===== config.mk =====
export PLATFORM = sky130hd
export DESIGN_NAME = sorted_priority_queue_unit
export DESIGN_NICKNAME = d
export VERILOG_FILES = /design/src/spq_pkg.sv /design/src/spq_ctrl.sv /design/src/spq_dp.sv /design/src/sorted_priority_queue_unit.sv
export VERILOG_INCLUDE_DIRS = /design/src /design/src/src
export SDC_FILE = /design/constraint.sdc
export NUM_CORES = 2
export LEC_CHECK = 0
export CAP_MARGIN = 20
export CELL_PAD_IN_SITES_DETAIL_PLACEMENT = 1
export CELL_PAD_IN_SITES_GLOBAL_PLACEMENT = 1
export CORE_MARGIN = 8
export CORE_UTILIZATION = 35
export DETAILED_ROUTE_END_ITERATION = 10
export DONT_BUFFER_PORTS = 1
export PLACE_DENSITY = 0.59
export SYNTH_ARGS = -nofsm -noshare
export SYNTH_HDL_FRONTEND = slang
export SYNTH_SLANG_ARGS = --single-unit

===== constraint.sdc =====
create_clock -name clk -period 9.4 [get_ports clk]
set_clock_uncertainty 0.1 [all_clocks]
set_input_delay 1.41 -clock clk [delete_from_list [all_inputs] [get_ports clk]]
set_output_delay 1.41 -clock clk [all_outputs]
set_load 0.03 [all_outputs]

===== src/sorted_priority_queue_unit_defines.svh =====
// Assertion macros for the sorted priority queue unit.
// Used by the top level only; no other dependencies.
`ifndef SORTED_PRIORITY_QUEUE_UNIT_DEFINES_SVH
`define SORTED_PRIORITY_QUEUE_UNIT_DEFINES_SVH

`ifndef ASSERT_OFF

// Whenever cond holds on a clock edge, expr must hold on the same edge.
`define SPQ_ASSERT_IMPLIES(label, clk, rst_n, cond, expr) \
  label: assert property (@(posedge clk) disable iff (!rst_n) (cond) |-> (expr)) \
    else $error("sorted priority queue check failed");

// Whenever cond holds on a clock edge, expr must hold on the next edge.
`define SPQ_ASSERT_NEXT(label, clk, rst_n, cond, expr) \
  label: assert property (@(posedge clk) disable iff (!rst_n) (cond) |=> (expr)) \
    else $error("sorted priority queue check failed");

`else

`define SPQ_ASSERT_IMPLIES(label, clk, rst_n, cond, expr)
`define SPQ_ASSERT_NEXT(label, clk, rst_n, cond, expr)

`endif

`endif


===== src/spq_pkg.sv =====
// Package for the sorted priority queue unit: sizes, codes and beat types.
// Used by spq_ctrl, spq_dp and sorted_priority_queue_unit; no dependencies.
`default_nettype none

package spq_pkg;

  localparam int CAPACITY = 16;
  localparam int CNT_W    = $clog2(CAPACITY + 1);
  localparam int VAL_W    = 32;
  localparam int PRI_W    = 8;

  localparam logic OP_PUSH = 1'b0;
  localparam logic OP_POP  = 1'b1;

  localparam logic [1:0] ST_DONE  = 2'd0;
  localparam logic [1:0] ST_EMPTY = 2'd1;
  localparam logic [1:0] ST_FULL  = 2'd2;

  typedef enum logic [1:0] {
    ACT_NONE,
    ACT_PUSH,
    ACT_POP
  } action_t;

  typedef struct packed {
    logic                    op;
    logic signed [VAL_W-1:0] item_value;
    logic        [PRI_W-1:0] item_priority;
  } in_beat_t;

  typedef struct packed {
    logic        [1:0]       status;
    logic signed [VAL_W-1:0] popped_value;
    logic        [PRI_W-1:0] popped_priority;
    logic                    is_empty;
    logic        [CNT_W-1:0] entry_count;
  } out_beat_t;

  // Controller to datapath.
  typedef struct packed {
    logic       load;
    logic       exec;
    action_t    action;
    logic [1:0] code;
  } dp_cmd_t;

  // Datapath to controller.
  typedef struct packed {
    logic op_pop;
    logic empty;
    logic full;
  } dp_sts_t;

endpackage

`default_nettype wire


===== src/spq_ctrl.sv =====
// Controller of the sorted priority queue unit: sequences load and update.
// Depends on spq_pkg.
`default_nettype none

module spq_ctrl (
  input  wire                  clk,
  input  wire                  rst_n,
  input  wire                  in_valid,
  output logic                 in_ready,
  output logic                 out_valid,
  input  wire                  out_ready,
  input  spq_pkg::dp_sts_t     sts,
  output spq_pkg::dp_cmd_t     cmd
);

  typedef enum logic {
    S_IDLE,
    S_EXEC
  } state_t;

  state_t state_r, state_nxt;
  logic   out_valid_r, out_valid_nxt;
  logic   can_exec;

  assign in_ready  = (state_r == S_IDLE);
  assign out_valid = out_valid_r;
  assign can_exec  = (state_r == S_EXEC) && (!out_valid_r || out_ready);

  always_comb begin
    cmd.load   = in_valid && (state_r == S_IDLE);
    cmd.exec   = can_exec;
    cmd.action = spq_pkg::ACT_NONE;
    cmd.code   = spq_pkg::ST_DONE;
    if (sts.op_pop) begin
      if (sts.empty) begin
        cmd.code = spq_pkg::ST_EMPTY;
      end else begin
        cmd.action = spq_pkg::ACT_POP;
      end
    end else begin
      if (sts.full) begin
        cmd.code = spq_pkg::ST_FULL;
      end else begin
        cmd.action = spq_pkg::ACT_PUSH;
      end
    end

    state_nxt     = state_r;
    out_valid_nxt = out_valid_r;
    if (out_valid_r && out_ready) begin
      out_valid_nxt = 1'b0;
    end
    case (state_r)
      S_IDLE: begin
        if (in_valid) begin
          state_nxt = S_EXEC;
        end
      end
      S_EXEC: begin
        if (can_exec) begin
          state_nxt     = S_IDLE;
          out_valid_nxt = 1'b1;
        end
      end
      default: begin
        state_nxt = S_IDLE;
      end
    endcase
  end

  always_ff @(posedge clk) begin
    if (!rst_n) begin
      state_r     <= S_IDLE;
      out_valid_r <= 1'b0;
    end else begin
      state_r     <= state_nxt;
      out_valid_r <= out_valid_nxt;
    end
  end

endmodule

`default_nettype wire


===== src/spq_dp.sv =====
// Datapath of the sorted priority queue unit: slot registers, parallel
// priority compare, shift-insert and shift-remove, result register.
// Depends on spq_pkg.
`default_nettype none

module spq_dp (
  input  wire                  clk,
  input  wire                  rst_n,
  input  spq_pkg::in_beat_t    in_data,
  input  spq_pkg::dp_cmd_t     cmd,
  output spq_pkg::dp_sts_t     sts,
  output spq_pkg::out_beat_t   out_data
);

  localparam int N = spq_pkg::CAPACITY;

  logic signed [spq_pkg::VAL_W-1:0] slot_val_r [N];
  logic        [spq_pkg::PRI_W-1:0] slot_pri_r [N];
  logic signed [spq_pkg::VAL_W-1:0] slot_val_nxt [N];
  logic        [spq_pkg::PRI_W-1:0] slot_pri_nxt [N];
  logic        [spq_pkg::CNT_W-1:0] occ_r, occ_nxt;

  logic                             op_r;
  logic signed [spq_pkg::VAL_W-1:0] val_r;
  logic        [spq_pkg::PRI_W-1:0] pri_r;
  logic        [N-1:0]              ge_r, ge_nxt;

  logic [N-1:0] tail_mask;
  logic [N-1:0] hit;
  logic [N-1:0] ins_onehot;
  logic [N-1:0] at_or_after;
  logic [N-1:0] shift_up;

  spq_pkg::out_beat_t out_r, out_nxt;

  assign sts.op_pop = (op_r == spq_pkg::OP_POP);
  assign sts.empty  = (occ_r == '0);
  assign sts.full   = (occ_r == spq_pkg::CNT_W'(N));
  assign out_data   = out_r;

  // The head breaks ties differently: a new entry goes ahead of it only on a
  // strictly greater head priority, while later slots yield on equal ones.
  always_comb begin
    for (int j = 0; j < N; j++) begin
      if (j == 0) begin
        ge_nxt[j] = slot_pri_r[j] > in_data.item_priority;
      end else begin
        ge_nxt[j] = slot_pri_r[j] >= in_data.item_priority;
      end
    end
  end

  // Unoccupied slots count as hits, so the tail is the fallback position.
  // The lowest hit marks the insertion slot; everything above it moves up.
  always_comb begin
    for (int j = 0; j < N; j++) begin
      tail_mask[j] = spq_pkg::CNT_W'(j) >= occ_r;
    end
    hit         = (ge_r & ~tail_mask) | tail_mask;
    ins_onehot  = hit & (~hit + N'(1));
    at_or_after = ~(ins_onehot - N'(1));
    shift_up    = at_or_after & ~ins_onehot;
  end

  always_comb begin
    for (int j = 0; j < N; j++) begin
      slot_val_nxt[j] = slot_val_r[j];
      slot_pri_nxt[j] = slot_pri_r[j];
      case (cmd.action)
        spq_pkg::ACT_PUSH: begin
          if (ins_onehot[j]) begin
            slot_val_nxt[j] = val_r;
            slot_pri_nxt[j] = pri_r;
          end else if (shift_up[j] && j > 0) begin
            slot_val_nxt[j] = slot_val_r[(j > 0) ? j - 1 : 0];
            slot_pri_nxt[j] = slot_pri_r[(j > 0) ? j - 1 : 0];
          end
        end
        spq_pkg::ACT_POP: begin
          if (j < N - 1) begin
            slot_val_nxt[j] = slot_val_r[(j < N - 1) ? j + 1 : j];
            slot_pri_nxt[j] = slot_pri_r[(j < N - 1) ? j + 1 : j];
          end
        end
        default: begin
        end
      endcase
    end
  end

  always_comb begin
    occ_nxt = occ_r;
    case (cmd.action)
      spq_pkg::ACT_PUSH: occ_nxt = occ_r + spq_pkg::CNT_W'(1);
      spq_pkg::ACT_POP:  occ_nxt = occ_r - spq_pkg::CNT_W'(1);
      default:           occ_nxt = occ_r;
    endcase

    out_nxt.status          = cmd.code;
    out_nxt.popped_value    = '0;
    out_nxt.popped_priority = '0;
    if (cmd.action == spq_pkg::ACT_POP) begin
      out_nxt.popped_value    = slot_val_r[0];
      out_nxt.popped_priority = slot_pri_r[0];
    end
    out_nxt.is_empty    = (occ_nxt == '0);
    out_nxt.entry_count = occ_nxt;
  end

  always_ff @(posedge clk) begin
    if (!rst_n) begin
      occ_r <= '0;
    end else if (cmd.exec) begin
      occ_r <= occ_nxt;
    end
  end

  always_ff @(posedge clk) begin
    if (cmd.load) begin
      op_r  <= in_data.op;
      val_r <= in_data.item_value;
      pri_r <= in_data.item_priority;
      ge_r  <= ge_nxt;
    end
    if (cmd.exec) begin
      out_r <= out_nxt;
      for (int j = 0; j < N; j++) begin
        slot_val_r[j] <= slot_val_nxt[j];
        slot_pri_r[j] <= slot_pri_nxt[j];
      end
    end
  end

endmodule

`default_nettype wire


===== src/sorted_priority_queue_unit.sv =====
// Channel  Direction  Beat type             Handshake
// in_      input      spq_pkg::in_beat_t    in_valid / in_ready
// out_     output     spq_pkg::out_beat_t   out_valid / out_ready
//
// Each operation has a load step and an execute step: the load step registers
// the beat together with sixteen parallel priority compares against the slots,
// the execute step shifts the slot row and loads the result register. A waiting
// result holds the execute step until out_ready frees the result register. Reset
// (rst_n, synchronous) empties the queue at once; slot contents are not cleared.
// Depends on spq_pkg, spq_ctrl, spq_dp and sorted_priority_queue_unit_defines.svh.
`default_nettype none

`include "sorted_priority_queue_unit_defines.svh"

module sorted_priority_queue_unit (
  input  wire                  clk,
  input  wire                  rst_n,
  input  wire                  in_valid,
  output logic                 in_ready,
  input  spq_pkg::in_beat_t    in_data,
  output logic                 out_valid,
  input  wire                  out_ready,
  output spq_pkg::out_beat_t   out_data
);

  spq_pkg::dp_cmd_t cmd;
  spq_pkg::dp_sts_t sts;

  spq_ctrl u_ctrl (
    .clk       (clk),
    .rst_n     (rst_n),
    .in_valid  (in_valid),
    .in_ready  (in_ready),
    .out_valid (out_valid),
    .out_ready (out_ready),
    .sts       (sts),
    .cmd       (cmd)
  );

  spq_dp u_dp (
    .clk      (clk),
    .rst_n    (rst_n),
    .in_data  (in_data),
    .cmd      (cmd),
    .sts      (sts),
    .out_data (out_data)
  );

  // The count never runs past the capacity, and the empty flag tracks it.
  `SPQ_ASSERT_IMPLIES(a_count_bound, clk, rst_n, out_valid, out_data.entry_count <= spq_pkg::CNT_W'(spq_pkg::CAPACITY))
  `SPQ_ASSERT_IMPLIES(a_empty_flag, clk, rst_n, out_valid, out_data.is_empty == (out_data.entry_count == '0))
  // Only a successful pop carries data.
  `SPQ_ASSERT_IMPLIES(a_fail_no_data, clk, rst_n, out_valid && (out_data.status != spq_pkg::ST_DONE), (out_data.popped_value == '0) && (out_data.popped_priority == '0))
  // One operation at a time: an accepted beat keeps the input closed next cycle.
  `SPQ_ASSERT_NEXT(a_busy_after_accept, clk, rst_n, in_valid && in_ready, !in_ready)

endmodule

`default_nettype wire

==> run summary <==
Vias: 25600
Hold Crit Endpoint: u_dp.slot_val_r[1][218]
Antenna violations before repair: 4
Drt first-iter violations: 1983
Routability Congestion: 0.887
Met3 Use GR: 2.55%
Critical path type: flip-flop to flip-flop
P per Cell Area: 230 nW/um^2
Crit-path max FO: 48
Outcome: complete, no violations
Prevailing post-synth register cell: edfxtp_1
FP Rows: 122
Reg-to-Reg End: u_dp.slot_val_r[1][35]
CTS tree: yes
Reg-to-Reg Start: u_dp.occ_r[1]
DR pass1 iterations: 5
Grt ovf: 0
Max IR drop VDD: 0.155 mV
Worst slew margin: 21.5%
Hold_ws: 0.437 ns
Post-CTS sizing: 0
Worst Hold Class: flip-flop to flip-flop
Synthesized area per cell: 11.6 um^2
GRT Total Usage: 16.7%
Crit start category: flip-flop
Reg2reg setup slack: 4.09 ns
Deepest clock path buffer count: 3
Clock transition at path regs: 0.06 ns
First-pass GRT wire length: 164 mm
Placed cells: 4637
Crit path max-delay family: simple AND/OR/NAND/NOR gates
# hold bufs at CTS: 0
Port bufs: 0
Synth unique cells: 63
Initial core utilization: 35.3%
Synth-to-layout area growth: 10.9%
Skew-Pair Late Insertion Delay: 0.65 ns
Worst Path Buf+Inv: 2
Sinks on Clock Net: 752
Avg WL per Cell: 21.8 um
Number of synthesized flops with an enable pin: 745
Met1 Use GR: 26.0%
Post-placement setup slack: 3.84 ns
H-tree Lvls: 3
Final Hold Viols: 0
Worst setup margin: 4.09 ns
Layout cells sized above 1: 7.63%
Slew @ Worst Pin: 1.18 ns
Slew Limit Fails: 0
Setup total negative slack: 0 ns
Core Util, Final: 39.2%
IO Pins: 95
Hold path depth: 2
WL final: 105 mm
DR vias/cell: 5.33
Worst path max stage delay: 0.85 ns
Routed Antenna Nets: 0
Crit. End Element: flip-flop
Slowest stage cell, crit path: or4b_2
Syn Nets: 3544
Nets@finish: 3419
CP arrival: 5.51 ns
Most Crowded Layer GR: met1
CP Cell Sequence: inv_1 -> ha_1 -> or4b_2 -> nand2_2 -> nand2_1 -> nand2_2 -> nor2_4 -> buf_4
Max_cap viols: 0
Tcrit/Tclk final: 56.5%
Die area: 123000 um^2
Synth Register Bits: 752
DRC: 0
RSZ-0062 raised after global routing: false
Mapped Area: 39100 um^2
CP Depth: 8
Post-synthesis instance total: 3366
Async set-reset flop share out of synthesis: 0%
Count of final setup violators: 0
CTS root buffer: clkbuf_16
Fin crit period: 5.31 ns
Max frequency: 188 MHz
Post-DP HPWL: 68.9 mm
Reg2Reg Depth: 8
WP data required: 9.59 ns
Met2 usage: 23.9%
Pleak: 0.0153 uW
Post-CTS Setup Bufs: 0
Critical Path Most Common Cell: nand2_2
Die X: 350 um
Number of global-route vias before repair: 26300
Core ar.: 111000 um^2
Num CTS Buffers: 88
Post-synthesis sequential area ratio: 57.6%
Final cell count without fillers: 4803
Largest net degree at the start of global routing: 289
Synth warn: 0
Die span in y: 350 um
Worst hold start: u_dp.slot_val_r[1][250]
## synth_stat cells, types with 3 or more instances
master | instances | area, um^2
and3_1 | 40 | 250
edfxtp_1 | 745 | 22400
clkbuf_1 | 183 | 687
nor3_2 | 4 | 40.0
and2_1 | 3 | 18.8
o21a_1 | 20 | 150
nand4_1 | 4 | 25.0
nand3_1 | 3 | 15.0
nor3_1 | 10 | 50.1
nand2_1 | 710 | 2670
nor2b_1 | 5 | 31.3
buf_2 | 40 | 200
mux2i_1 | 562 | 5630
dfxtp_1 | 7 | 140
a21oi_1 | 57 | 285
or2_2 | 5 | 31.3
o21ai_1 | 125 | 626
a211o_1 | 17 | 149
buf_1 | 7 | 26.3
nand2b_1 | 20 | 125
nor2_1 | 26 | 97.6
a21o_1 | 31 | 233
o21ai_0 | 461 | 2310
buf_4 | 15 | 113
ha_1 | 133 | 1660
inv_1 | 35 | 131
nor4_1 | 4 | 25.0
mux2_2 | 37 | 417
o21bai_1 | 3 | 22.5
buf_6 | 12 | 135
## layer usage
layer / up-vias / routed length (um)
li1: 12100 / -
met1: 12800 / 54200
met2: 570 / 43100
met3: 133 / 5250
met4: 6 / 1980
met5: - / 34
## cells in the final DEF, fill, tap and decap left out, drive strengths merged, types with 5 or more instances in the layout
cell type,instances
a211o,17
a21o,31
a21oi,57
and3,40
buf,42
bufinv,11
clkbuf,108
clkinv,40
dfxtp,7
edfxtp,745
ha,133
inv,35
mux2,39
mux2i,562
nand2,711
nand2b,20
nor2,26
nor2b,5
nor3,16
nor4,6
o21a,20
o21ai,586
or2,7
## worst max-delay path by stage
| stage | from | to | slack [ns] |
|---|---|---|---|
| 3_5_place_dp | u_dp.occ_r[0] | u_dp.slot_val_r[0][203] | 3.84 |
| 6_report | u_dp.occ_r[1] | u_dp.slot_val_r[1][35] | 4.09 |
| 2_1_floorplan | out_ready | u_dp.slot_pri_r[10][0] | 3.11 |
| 5_1_grt | u_dp.occ_r[1] | u_dp.slot_val_r[1][35] | 3.77 |
| 4_1_cts | u_dp.occ_r[0] | u_dp.slot_val_r[0][204] | 3.83 |
| 3_3_place_gp | u_dp.occ_r[1] | u_dp.slot_val_r[0][45] | 3.95 |
## worst reg2reg max path, cell delays in order (launching register included)
cell and delay [ns]:
dfxtp_1 0.65, inv_1 0.18, ha_1 0.35, or4b_2 0.85
nand2_2 0.90, nand2_1 0.39, nand2_2 0.55, nor2_4 0.52
buf_4 0.45
## cell families (layout without fill, tap and decap cells)
group / Yosys count / count (layout) / synth area share [%]
AO/OA/AOI/OAI: 734 / 734 / 10.1
XOR/XNOR: 2 / 2 / 0.0448
adder cells (fa/ha/maj): 133 / 133 / 4.26
buffers and inverters: 292 / 240 / 3.31
flip-flops: 752 / 752 / 57.6
multiplexers: 601 / 601 / 15.5
other: 0 / 1 / 0
AND/OR/NAND/NOR: 852 / 852 / 9.15
## power by group
group / leakage [uW] / total, uW / internal, uW / switching [uW]
clock: 0.00142 / 3480 / 2070 / 1410
sequential: 0.00697 / 4650 / 4320 / 330
combinational: 0.00693 / 1820 / 595 / 1230
total: 0.0153 / 9950 / 6990 / 2960
## state kept, by name, summed over array words and instances (netlist names)
signal and cells:
u_dp.op_r 1, u_dp.val_r 32, u_dp.slot_val_r 512, u_dp.out_data 48, u_dp.pri_r 8, u_dp.occ_r 5
u_dp.slot_pri_r 128, u_ctrl.state_r 1, u_ctrl.out_valid 1, u_dp.ge_r 16
## layout make-up
| type | instances | area (um^2) |
|---|---|---|
| fillers | 11800 | 67300 |
| flip-flops and latches | 752 | 22500 |
| multi-input cells | 2322 | 15500 |
| clock buffers | 108 | 2340 |
| well taps | 1488 | 1860 |
| clock inverters | 55 | 593 |
| repair buffers | 42 | 390 |
| inverters | 35 | 131 |
| diodes | 1 | 2.50 |
## through the flow
step	total power [uW]	area (um^2)
floorplan	5960	39100
global placement	6420	40400
detailed placement	6530	40400
CTS	10100	43300
global route	10500	43300
finish	9950	43400
(Power assumes the default switching activity.)
